==> src/pdtsc_pkg.sv <==
// Package for the pushdown token syntax checker.
// Holds the transition ROM, the status and finish codes, and the shared types.
// No dependencies.
`default_nettype none

package pdtsc_pkg;

   localparam int DEF_STACK_DEPTH       = 16;
   localparam int DEF_MAX_EPSILON_STEPS = 16;

   localparam int TOKEN_W  = 7;
   localparam int STATE_W  = 7;
   localparam int STATUS_W = 3;
   localparam int DEPTH_W  = 5;

   localparam int ROM_SIZE  = 70;
   localparam int ROM_IDX_W = $clog2(ROM_SIZE);

   localparam int ANY  = 255;
   localparam int EXIT = 0;

   localparam logic [7:0]         ANY_TOKEN   = 8'hFF;
   localparam logic [STATE_W-1:0] EXIT_MOVE   = '0;
   localparam logic [STATE_W-1:0] NO_RETURN   = '0;
   localparam logic [STATE_W-1:0] START_STATE = 7'd1;

   typedef enum logic [STATUS_W-1:0] {
      ST_CONSUMED = 3'd0,
      ST_ACCEPTED = 3'd1,
      ST_SYNTAX   = 3'd2,
      ST_OVERFLOW = 3'd3,
      ST_IGNORED  = 3'd4,
      ST_STEPS    = 3'd5
   } status_type;

   typedef enum logic [1:0] {
      FIN_RUNNING  = 2'd0,
      FIN_ACCEPTED = 2'd1,
      FIN_STOPPED  = 2'd2
   } finish_type;

   typedef enum logic [4:0] {
      FSM_IDLE = 5'b00001,
      FSM_SCAN = 5'b00010,
      FSM_POP  = 5'b00100,
      FSM_LOAD = 5'b01000,
      FSM_EMIT = 5'b10000
   } fsm_type;

   typedef struct packed {
      logic [STATE_W-1:0] src_state;
      logic [STATE_W-1:0] dst_state;
      logic [7:0]         tok;
      logic [STATE_W-1:0] ret_state;
   } rom_entry_type;

   typedef struct packed {
      logic          done;
      logic          hit;
      rom_entry_type entry;
   } scan_res_type;

   function automatic rom_entry_type mk(input int f, input int t, input int k, input int r);
      rom_entry_type e;
      e.src_state = STATE_W'(f);
      e.dst_state = STATE_W'(t);
      e.tok       = 8'(k);
      e.ret_state = STATE_W'(r);
      return e;
   endfunction

   localparam rom_entry_type ROM_TABLE [ROM_SIZE] = '{
      mk(1, 2, 1, 0),      mk(1, 2, 2, 0),      mk(2, 3, 100, 0),    mk(3, 2, 14, 0),
      mk(3, 1, 13, 0),     mk(3, 4, 11, 0),     mk(4, 10, 13, 5),    mk(5, 6, 12, 0),
      mk(6, EXIT, ANY, 0),
      mk(10, 11, 102, 0),  mk(10, 20, ANY, 12), mk(11, 20, 31, 12),
      mk(12, 13, 13, 0),   mk(13, 14, 102, 0),  mk(13, EXIT, 12, 0),
      mk(13, EXIT, 7, 0),  mk(13, 20, ANY, 12), mk(14, 20, 31, 12),
      mk(20, 21, 100, 0),  mk(20, 23, 9, 0),    mk(20, 26, 10, 0),   mk(20, 29, 3, 0),
      mk(20, 39, 8, 0),    mk(20, 45, 30, 0),
      mk(21, 50, 17, 22),  mk(22, EXIT, ANY, 0),
      mk(23, 24, 15, 0),   mk(24, 25, 100, 0),  mk(25, 24, 15, 0),
      mk(25, EXIT, ANY, 0),
      mk(26, 27, 16, 0),   mk(27, 28, 100, 0),  mk(28, 27, 16, 0),
      mk(28, EXIT, ANY, 0),
      mk(29, 30, 100, 0),  mk(30, 50, 17, 31),  mk(31, 50, 4, 32),   mk(32, 50, 5, 33),
      mk(33, 34, 6, 0),    mk(34, 60, 28, 35),  mk(35, 36, 29, 0),   mk(36, 10, 13, 37),
      mk(37, 38, 7, 0),    mk(38, EXIT, ANY, 0),
      mk(39, 60, 28, 40),  mk(40, 41, 29, 0),   mk(41, 42, 11, 0),   mk(42, 10, 13, 43),
      mk(43, 44, 12, 0),   mk(44, EXIT, ANY, 0),
      mk(45, 46, 102, 0),  mk(46, EXIT, ANY, 0),
      mk(50, 50, 25, 0),   mk(50, 51, 100, 0),  mk(50, 51, 101, 0),  mk(50, 50, 28, 52),
      mk(51, 50, 24, 0),   mk(51, 50, 25, 0),   mk(51, 50, 26, 0),   mk(51, 50, 27, 0),
      mk(51, EXIT, ANY, 0), mk(52, 51, 29, 0),
      mk(60, 50, ANY, 61), mk(61, 50, 20, 62),  mk(61, 50, 18, 62),
      mk(61, 50, 19, 62),  mk(61, 50, 21, 62),  mk(61, 50, 22, 62),  mk(61, 50, 23, 62),
      mk(62, EXIT, ANY, 0)
   };

endpackage

`default_nettype wire

==> src/pdtsc_scan.sv <==
// ROM scanner: walks the transition ROM one entry a cycle through one comparator.
// Reports the first entry matching the current state and token, or a miss.
// Depends on pdtsc_pkg.
`default_nettype none

module pdtsc_scan (
   input  wire logic                          clock,
   input  wire logic                          reset,
   input  wire logic                          start,
   input  wire logic [pdtsc_pkg::STATE_W-1:0] cur_state,
   input  wire logic [pdtsc_pkg::TOKEN_W-1:0] token,
   output pdtsc_pkg::scan_res_type            res
);
   import pdtsc_pkg::*;

   logic                 busy_ff, busy_in;
   logic [ROM_IDX_W-1:0] idx_ff, idx_in;
   logic                 done_ff, done_in;
   logic                 hit_ff, hit_in;
   rom_entry_type        entry_ff, entry_in;
   rom_entry_type        cand;
   logic                 match;

   assign cand  = ROM_TABLE[idx_ff];
   assign match = (cand.src_state == cur_state) &&
                  ((cand.tok == ANY_TOKEN) || (cand.tok == {1'b0, token}));

   always_comb begin
      busy_in  = busy_ff;
      idx_in   = idx_ff;
      done_in  = 1'b0;
      hit_in   = hit_ff;
      entry_in = entry_ff;
      if (start) begin
         busy_in = 1'b1;
         idx_in  = '0;
      end else if (busy_ff) begin
         if (match) begin
            busy_in  = 1'b0;
            done_in  = 1'b1;
            hit_in   = 1'b1;
            entry_in = cand;
         end else if (idx_ff == ROM_IDX_W'(ROM_SIZE - 1)) begin
            busy_in = 1'b0;
            done_in = 1'b1;
            hit_in  = 1'b0;
         end else begin
            idx_in = idx_ff + 1'b1;
         end
      end
   end

   always_ff @(posedge clock) begin
      if (reset) begin
         busy_ff <= 1'b0;
         done_ff <= 1'b0;
         hit_ff  <= 1'b0;
         idx_ff  <= '0;
      end else begin
         busy_ff <= busy_in;
         done_ff <= done_in;
         hit_ff  <= hit_in;
         idx_ff  <= idx_in;
      end
      entry_ff <= entry_in;
   end

   assign res.done  = done_ff;
   assign res.hit   = hit_ff;
   assign res.entry = entry_ff;

endmodule

`default_nettype wire

==> config.mk <==
export PLATFORM = sky130hd
export DESIGN_NAME = pdtsc_scan
export DESIGN_NICKNAME = d
export VERILOG_FILES = /design/src/pdtsc_pkg.sv /design/src/pdtsc_scan.sv
export SDC_FILE = /design/constraint.sdc
export NUM_CORES = 1
export LEC_CHECK = 0
export BUFFER_PORTS_ARGS = -buffer_cell sky130_fd_sc_hd__buf_4
export CORE_MARGIN = 2
export CORE_UTILIZATION = 48
export DETAILED_ROUTE_END_ITERATION = 10
export PLACE_DENSITY_LB_ADDON = 0.2
export SKIP_CTS_REPAIR_TIMING = 1
export SLEW_MARGIN = 20
export SYNTH_ARGS = -nofsm -noshare
export SYNTH_HDL_FRONTEND = slang
export SYNTH_SLANG_ARGS = --single-unit
export TNS_END_PERCENT = 50
==> constraint.sdc <==
create_clock -name clock -period 8.4 [get_ports clock]
set_clock_uncertainty 0.15 [all_clocks]
set_input_delay 0.84 -clock clock [delete_from_list [all_inputs] [get_ports clock]]
set_output_delay 0.84 -clock clock [all_outputs]
set_load 0.005 [all_outputs]
# After elaboration in Yosys (flattened, before gate mapping)
# Memories as Yosys holds them, arrays and structs flattened.
# Index checks and enable logic that the tools add are counted.
# op_classes
n_addsub	1
n_lt_le_gt_ge	1
n_eq_ne	4
n_mux	10
bitwise	5
n_reduce_logical	8
# ops
cell	count
$mux W29	2
$reduce_and A3 Y1	3
$eq A8 B7 Y1	1
$eq A8 B8 Y1 const B	1
$ge A8 B8 Y1 const B	1
$mux W1	8
$not A7 Y8	1
$add A7 B1 Y7 const B	1
$eq A7 B7 Y1	1
$eq A7 B7 Y1 const B	1
$not A1 Y1	4
$reduce_or A3 Y1	1
$reduce_bool A2 Y1	1
$reduce_or A2 Y1	1
$logic_and A1 B1 Y1	1
$logic_or A1 B1 Y1	1
# word_totals
reg_bits	39
romBits	3712
memories	1
# mem_list
name	depth	width	rd	rd_clocked_by_memory_dff	write_ports	line	rtl
(name not given)	128	29	1	0	0	pdtsc_scan.sv:24	assign cand = ROM_TABLE[idx_ff];

# Longest topological paths before layout
# Gate-level depths: netlist (run 1).
# depth
ltp_word	10
mapped_depth	15

# Least setup slack after synthesis (run 1)
# No wires, ideal clock.
# synth_timing
path_type	register -> register
startpoint	reg idx_ff[0]
endpoint	reg entry_ff (netlist bit res[0]) (enable)
setup_time_ps	380
t_arrival_ps	3708
required_time_ps	7870
path_slack_ps	4162
path_stages_with_launch	15
path_buffers	2
period_less_slack_ps	4238
cell_sequence	dfxtp_1 > clkbuf_1 > inv_1 > ha_1 > clkbuf_1 > mux2_1 > o211ai_1 > o311ai_0 > a21oi_1 > xor2_1 > nand3_1 > o21ai_2 > nand2_1 > or2_1 > inv_1
# synth_via
elab_chain_len	8
word_cells_on_any_way	10
# synth_lines
item	line	rtl
start: declaration	pdtsc_scan.sv:17	logic [ROM_IDX_W-1:0] idx_ff, idx_in;
start signal: assignment	pdtsc_scan.sv:63	idx_ff <= idx_in;
$not A7 Y8 (not written as such) *	pdtsc_scan.sv:24	
$mem_v2 Z128 W29 *	-	
$mux W29 (not written as such) * (2 in a row)	pdtsc_scan.sv:24	
$eq A8 B8 Y1 / $eq A8 B7 Y1 (equally long branches)	pdtsc_scan.sv:26	((cand.tok == ANY_TOKEN) || (cand.tok == {1'b0, token}));
$logic_or A1 B1 Y1	pdtsc_scan.sv:26	
$logic_and A1 B1 Y1 *	pdtsc_scan.sv:25	assign match = (cand.src_state == cur_state) &&
$reduce_and A3 Y1 (no line) *	-	
end signal: assignment	pdtsc_scan.sv:65	entry_ff <= entry_in;
end: declaration	pdtsc_scan.sv:20	rom_entry_type entry_ff, entry_in;
# Mark *: on every way between the ends. The rest lies on a longest branch, timed or not. The select of a mux whose other input is x is not followed.
# A chain may end at the register's enable or synchronous reset.

==> flow_summary.ini, run 1 <==
[worst_setup_path]
crit_start = idx_ff[0]
start_kind = flip-flop
arrival_ns = 4.92
crit_fanout = 25
crit_type = reg -> reg
reg2regPathDepth = 12
cp.required_ns = 8.17
r2r-start = idx_ff[0]
end_kind = flip-flop

[synth]
synth_edf_count = 25
synthCells = 431
synth-compound-area-share_pct = 26.51
synth_fa_ha_area_share_pct = 8.675
synth_top_family_by_area = compound AO/OA/AOI/OAI gates
synth-xor-area-share_pct = 3.886
syn_area_mm2 = 0.003606
async_flop_share_pct = 0
synth_ff_type = edfxtp_1
synth.distinct_cells = 70
synth-simple-area-share_pct = 18.29
muxShareOfSynthArea_pct = 7.703
seq_area_frac_synth_pct = 26.37
ys_seq_elements = 35
yosysWarnings = 0
syn_area_per_cell_um2 = 8.366

[detailed_routing]
drt-pass1-iter-count = 7
drc = 0
routedWlPerCell_um = 20.67
viasPerCell = 6.461
wl_um = 11200
highest_layer = met4
wl_met1_um = 4597
wl_met3_um = 1225
ant_nets = 0
vias = 3502
drt_iter0_markers = 694
met2_length_um = 4848

[timing]
min_period_over_period_pct = 61.30
setup_viol = 0
finalHoldViolCount = 0
rsz0062_at_grt = no
worstMarginPinSlew_ns = 0.9298
fin_crit_ns = 5.149
whs_ns = 0.3321
maxSlewHeadroom_pct = 37.95
fmax_mhz = 194.2
fin_setup_tns_ns = 0
drv_slew = 0

[clock_tree]
cts-root-buf = clkbuf_8
cts_tree = done
cts_buffer_depth = 2
clk_pin_slew_worst_paths_ns = 0.10
cts.sinks = 35
clk_latency_ns = 0.31
cts_buffers = 5
cts.htree.levels = 2

[power]
intPower_mw = 0.2574
combPwrFrac_pct = 10.5
ir_drop_uv = 51.59
p_per_area_mw_per_mm2 = 89.23
switching_power_mw = 0.09572
power_frac_clock_pct = 37.2
power.leakage_nw = 1.481
p_seq_share_pct = 52.3
p_sw_share_pct = 27.11

[floorplanning]
ios = 48
initial_core_util_pct = 49.72
fp.coreArea_mm2 = 0.007253
die_area_mm2 = 0.008222
fp-row-count = 31
fp.dieH_um = 90.68
die_x_um = 90.68

[worst_hold_path]
hold_path_class = reg -> reg
min_from = hit_ff
hold_depth = 2

[finish]
final_nets = 484
syn_to_final_growth_pct = 9.750
diodes = 0
instances_no_fill = 542
drive_gt1_share_pct = 17.83
final_cell_area_mm2 = 0.003958

[global_route]
antenna_found_initial = 0
grt_pass1_wl_um = 17930
grt_pass1_vias = 3264
grt_overflow = 0
grt_start_max_net_pins = 63
grtUsageTotal_pct = 27.62

[placed_design]
dp_cells = 534
place.gp.congestion = 0.9871
dpl.hpwl_um = 7675
placed_area_mm2 = 0.003874
io_buffers = 44

[job]
drv_cap = 0

[run_status]
status = finished, final reports clean
==> worst max-delay path: stages, from the launching register on <==
cell      delay [ns]
dfxtp_1         0.71
inv_1           0.36
ha_1            0.48
nor2b_1         0.37
o21ai_1         0.10
o211ai_1        0.12
o311ai_1        0.17
xor2_1          0.18
or4_4           0.56
nor4_4          0.47
nand2_1         0.12
or2_1           0.27
inv_1           0.68
==> power groups by stage <==
stage	logic, mW	registers, mW	clock network (mW)
6_report	0.0370	0.185	0.131
5_1_grt	0.0398	0.185	0.136
4_1_cts	0.0361	0.185	0.130
3_5_place_dp	0.0358	0.189	0
3_3_place_gp	0.0365	0.189	0
2_1_floorplan	0.0242	0.188	0
==> through the flow <==
step	setup WS (ns)	power, mW	util (%)
after floorplan	4.162	0.2120	-
after global placement	3.483	0.2251	53.41
after detailed placement	3.306	0.2245	53.41
after CTS	3.259	0.3513	54.56
after global routing	2.851	0.3609	54.56
final	3.251	0.3531	54.56
==> layout make-up <==
class | count | area [µm²]
flip-flops and latches | 35 | 953.4
multi-input cells | 332 | 2357
inverters | 19 | 71.32
fillers | 654 | 3296
repair buffers | 49 | 367.9
clock inverters | 2 | 11.26
clock buffers | 6 | 72.57
well taps | 99 | 123.9
==> flip-flops by register name, summed over array words and instances, names as in the netlist <==
register  count
busy_ff       1
idx_ff        7
done_ff       1
hit_ff        1
res          25
==> cells in the final DEF (no fill, tap or decap), drive strengths merged, types with 13 or more instances in the layout <==
cell type  synthesis  layout
o21ai             29      29
inv               17      18
a21oi             26      26
nor2b             16      16
edfxtp            25      25
nor2              34      34
nand2             37      37
a211oi            13      13
ha                25      25
buf               31      49
==> metal layers <==
layer	GRT usage, %	up-vias
li1	-	1606
met1	37.70	1581
met2	41.23	261
met3	6.344	54
met4	13.08	0
met5	0	-
==> logic make-up (layout without fill, tap and decap cells) <==
logic type,Yosys count,in the layout
other,1,3
flip-flops,35,35
buffers and inverters,66,76
XOR/XNOR,16,16
adder cells (fa/ha/maj),25,25
AND/OR/NAND/NOR,133,133
multiplexers,21,21
AO/OA/AOI/OAI,134,134
==> worst paths after layout <==
kind                                end  slack, ns
worst max register to register  res[23]       3.25
worst min register to register   hit_ff       0.33
worst max-delay path            res[23]       3.25
worst min-delay path             hit_ff       0.33
==> cells in the mapped netlist (4+ instances only) <==
cell type / count / area [µm²]
a21oi_1: 25 / 125.1
mux2i_1: 12 / 120.1
o311ai_0: 4 / 35.03
nor2b_1: 16 / 100.1
o31ai_1: 4 / 30.03
buf_2: 16 / 80.08
xor2_1: 10 / 87.58
buf_4: 6 / 45.04
nor3_1: 9 / 45.04
clkbuf_1: 16 / 60.06
a211oi_1: 13 / 97.59
nand2b_1: 9 / 56.30
xnor2_1: 6 / 52.55
buf_1: 7 / 26.28
a221o_1: 4 / 40.04
inv_1: 15 / 56.30
a31oi_1: 5 / 31.28
mux4_2: 5 / 112.6
o211ai_1: 9 / 67.56
nand3_1: 12 / 60.06
edfxtp_1: 25 / 750.7
nor2_1: 33 / 123.9
o21ai_1: 4 / 20.02
dfxtp_1: 10 / 200.2
ha_1: 25 / 312.8
nand2_1: 36 / 135.1
o21ai_0: 24 / 120.1
(Power assumes the default switching activity.)
==> run 2: changes to the inputs <==
clock period = 5.1 ns   (was 8.4 ns; I/O delays follow)
==> run 2 against run 1 <==
Net effect: core utilization up 0.98 points; global-route usage up 0.64 points; critical path type unchanged; die area unchanged; non-clock buffer count up 7; sequential share of layout area down 0.43 points.
==> flow_summary.ini, run 2 (same netlist as run 1, synthesis figures left out) <==
[run_status]
status = finished, final reports clean

[power]
ir_drop_uv = 82.85
p_sw_share_pct = 26.96
p_seq_share_pct = 52.1
power.leakage_nw = 1.522
power_frac_clock_pct = 37.2
switching_power_mw = 0.1575
intPower_mw = 0.4266
p_per_area_mw_per_mm2 = 145.0
combPwrFrac_pct = 10.7

[finish]
final_cell_area_mm2 = 0.004029
final_nets = 491
largest_reg_flops = 25
instances_no_fill = 549
drive_gt1_share_pct = 19.33
syn_to_final_growth_pct = 11.73
final_core_util_pct = 55.55
final_cell_mix = buf_4 (55), nand2_1 (36), nor2_1 (33)
fill_cells = 690
layout_commonest_cell = buf_4
diodes = 0

[worst_setup_path]
endpoint = res[3]
arrival_ns = 4.55
crit_type = reg -> reg
cp.required_ns = 4.92
crit_fanout = 25
start_kind = flip-flop
rr_endpoint = res[3]
r2r-start = idx_ff[0]
crit_start = idx_ff[0]
end_kind = flip-flop
reg2regPathDepth = 13
worst-r2r-setup-slack_ns = 0.37

[timing]
setup_viol = 0
maxSlewHeadroom_pct = 45.02
min_period_over_period_pct = 92.75
layout_setup_ws_ns = 0.3699
drv_slew = 0
fmax_mhz = 211.4
fin_crit_ns = 4.730
rsz0062_at_grt = no
finalHoldViolCount = 0
fin_setup_tns_ns = 0
worstMarginPinSlew_ns = 0.8040

[placed_design]
dp_cells = 541
dpl.hpwl_um = 8259
placed_area_mm2 = 0.003939
place.gp.congestion = 0.9918
io_buffers = 44
post-place-ws_ns = 0.4585

[floorplanning]
fp-row-count = 31
die_x_um = 90.68
ios = 48
fp.coreArea_mm2 = 0.007253
initial_core_util_pct = 49.72
fp.dieH_um = 90.68
die_area_mm2 = 0.008222

[clock_tree]
cts_tree = done
clk_pin_slew_worst_paths_ns = 0.08
cts.sinks = 35
cts.htree.levels = 2
clk_latency_ns = 0.30
cts-root-buf = clkbuf_8
cts_buffer_depth = 2
cts_buffers = 5

[detailed_routing]
drc = 0
drt-pass1-iter-count = 7
vias = 3561
drt_iter0_markers = 464
wl_um = 11770
viasPerCell = 6.486
ant_nets = 0
routedWlPerCell_um = 21.44

[job]
drv_cap = 0

[global_route]
grt_pass1_vias = 3320
grt_pass1_wl_um = 18390
grt_overflow = 0
antenna_found_initial = 0
grt_start_max_net_pins = 55
grtUsageTotal_pct = 28.26

[worst_hold_path]
hold_path_class = in -> reg
run 2: changes by cell type in the layout (fill, tap and decap cells not counted), sizes merged:
cell / before / now
buf: 49 / 56
inv: 18 / 20
clkbuf: 6 / 5
clkinv: 3 / 2
run 2: layout make-up:
cell class                 count  area, µm²  area share [%]
clock inverter                 3      21.27          0.5280
clock buffer                   5      68.82           1.708
inverter                      19      71.32           1.770
timing repair buffer          56      432.9           10.75
sequential                    35      953.4           23.66
multi-input combinational    332       2357           58.51
tap                           99      123.9           3.075
run 2: through the flow:
stage | hold slack, ns | power [mW]
after global placement | 0.3220 | 0.3714
after detailed placement | 0.3288 | 0.3713
after CTS | 0.2220 | 0.5883
final | 0.2330 | 0.5841
after global routing | 0.2278 | 0.6012
after floorplan | 0.2980 | 0.3492
run 2: worst min path at each step:
stage / slack [ns] / cells past startpoint / from / to
5_1_grt: 0.23 / 2 / reset / hit_ff
6_report: 0.23 / 2 / reset / hit_ff
2_1_floorplan: 0.30 / 2 / hit_ff / hit_ff
3_5_place_dp: 0.33 / 2 / hit_ff / hit_ff
3_3_place_gp: 0.32 / 2 / hit_ff / hit_ff
4_1_cts: 0.22 / 2 / reset / busy_ff
run 2: critical path: stages (launching register included):
cell and delay [ns]:
dfxtp_1 0.73, inv_1 0.37, ha_1 0.48, nor2b_1 0.36
o21ai_1 0.10, o211ai_1 0.11, o311ai_1 0.16, xor2_1 0.18
or4_4 0.55, nor4_4 0.43, nand2_1 0.13, or2_1 0.27
inv_1 0.06, buf_4 0.30
run 2: per-layer routing:
| metal | vias up | GRT usage (%) | routed length, µm |
|---|---|---|---|
| met5 | - | 0 | 0 |
| met4 | 0 | 10.77 | 384 |
| met3 | 41 | 6.010 | 1204 |
| met2 | 230 | 42.97 | 5322 |
| met1 | 1678 | 39.29 | 4861 |
| li1 | 1612 | - | - |
run 2: power by group through the flow:
stage | Sequential (mW) | Clock (mW) | Combinational [mW]
after detailed placement | 0.311 | 0 | 0.0605
after global routing | 0.305 | 0.230 | 0.0666
final | 0.304 | 0.217 | 0.0626
after floorplan | 0.309 | 0 | 0.0399
after CTS | 0.304 | 0.223 | 0.0610
after global placement | 0.311 | 0 | 0.0607
==> run 3: changes to the inputs <==
PLACE_DENSITY = 0.68   (was default)
PLACE_DENSITY_LB_ADDON = default   (was 0.2)
==> run 3 against run 2 <==
Net effect: non-clock buffer count up 5; critical endpoint is now res[17]; register-to-register slack gained 0.38 ns; clock-buffer cell count rose by 1; power is 1.4% lower; worst setup slack gained 0.38 ns.
==> flow_summary.ini, run 3 (same netlist as run 1, synthesis figures left out) <==
[floorplanning]
ios = 48
fp-row-count = 31
die_area_mm2 = 0.008222
fp.dieH_um = 90.68
initial_core_util_pct = 49.72
die_x_um = 90.68
fp.coreArea_mm2 = 0.007253

[timing]
finalHoldViolCount = 0
drv_slew = 0
maxSlewHeadroom_pct = 43.76
rsz0062_at_grt = no
min_period_over_period_pct = 85.25
fmax_mhz = 230.0
setup_viol = 0
worstMarginPinSlew_ns = 0.8425
fin_crit_ns = 4.348
fin_setup_tns_ns = 0

[clock_tree]
cts_buffer_depth = 2
cts.htree.levels = 2
clk_latency_ns = 0.30
cts-root-buf = clkbuf_8
cts.sinks = 35
clk_pin_slew_worst_paths_ns = 0.09
cts_tree = done
cts_buffers = 5

[power]
ir_drop_uv = 97.46
p_per_area_mw_per_mm2 = 142.3
power.leakage_nw = 1.543
p_total_mw = 0.5760

[detailed_routing]
drt-pass1-iter-count = 5
wl_met3_um = 1333
drt_iter0_markers = 468
wl_um = 11580
routedWlPerCell_um = 20.91
drc = 0
ant_nets = 0
met2_length_um = 5199
viasPerCell = 6.401
wl_met1_um = 4564
highest_layer = met4
vias = 3546

[worst_setup_path]
cp.required_ns = 4.91
cp_slowest_stage_delay_ns = 0.58
crit_fanout = 25
timing.critical_path.mode_cell = inv_1
reg2regPathDepth = 13
worst_path_max_delay_cell = ha_1
arrival_ns = 4.16
path_cells = inv_1 > ha_1 > nor2b_1 > o21ai_1 > o211ai_1 > o311ai_1 > xor2_1 > or4_4 > nor4_4 > nand2_1 > or2_1 > inv_1 > buf_4
end_kind = flip-flop
start_kind = flip-flop
crit_type = reg -> reg

[global_route]
antenna_found_initial = 0
grt_pass1_wl_um = 18550
grt_pass1_vias = 3333
grt_overflow = 0
grtUsageTotal_pct = 28.66
grt_start_max_net_pins = 35

[worst_hold_path]
hold_path_class = in -> reg
hold_depth = 2

[run_status]
status = finished, final reports clean

[finish]
largest_reg_flops = 25
layout_commonest_cell = buf_4
final_cell_mix = buf_4 (61), nand2_1 (36), nor2_1 (33)
fill_cells = 668
instances_no_fill = 554
syn_to_final_growth_pct = 12.25
drive_gt1_share_pct = 20.00
final_nets = 496
diodes = 0

[placed_design]
io_buffers = 44
place.gp.congestion = 1.021
dpl.hpwl_um = 8213
dp_cells = 546

[job]
drv_cap = 0
## run 3: stage by stage
step	worst slack [ns]	instance area (µm²)	utilization, %	hold slack [ns]
floorplan	0.8619	3613	-	0.2980
finish	0.7520	4048	55.80	0.2411
global route	0.4899	4048	55.80	0.2410
detailed placement	0.8194	3964	54.65	0.3199
global placement	0.8697	3964	54.65	0.3221
CTS	0.7873	4048	55.80	0.2391
## run 3: report_power, final
| group | leakage, nW | switching (mW) | internal [mW] | total (mW) |
|---|---|---|---|---|
| Combinational | 1.19 | 0.0380 | 0.0271 | 0.0651 |
| Sequential | 0.308 | 0.000526 | 0.302 | 0.302 |
| Clock | 0.0455 | 0.113 | 0.0960 | 0.209 |
| Total | 1.54 | 0.151 | 0.425 | 0.576 |
## run 3: area by class of cell
class	instances	area, µm²	share of cell area [%]
Clock buffer	6	72.57	1.793
Clock inverter	2	11.26	0.2782
Inverter	19	71.32	1.762
Multi-Input combinational cell	332	2357	58.24
Sequential cell	35	953.4	23.55
Tap cell	99	123.9	3.060
Timing Repair Buffer	61	457.9	11.31
## run 3: layer usage
metal / up-vias / GRT usage (%)
met2: 235 / 42.85
met5: - / 0
li1: 1630 / -
met4: 0 / 12.82
met1: 1644 / 38.12
met3: 37 / 8.598
## run 3: final timing paths
path                                start      end  slack [ns]
worst max register to register  idx_ff[0]  res[17]        0.75
worst min-delay path                reset  busy_ff        0.24
worst min register to register     hit_ff   hit_ff        0.34
worst max-delay path            idx_ff[0]  res[17]        0.75
## run 3: critical path: cells and delay by family, from the launching register on
family | cells | cell delay [ns]
flops | 1 | 0.32
fa+ha+maj | 1 | 0.58
compound gates | 3 | 0.44
xor+xnor | 1 | 0.11
simple gates | 5 | 1.66
buf+inv | 3 | 0.72
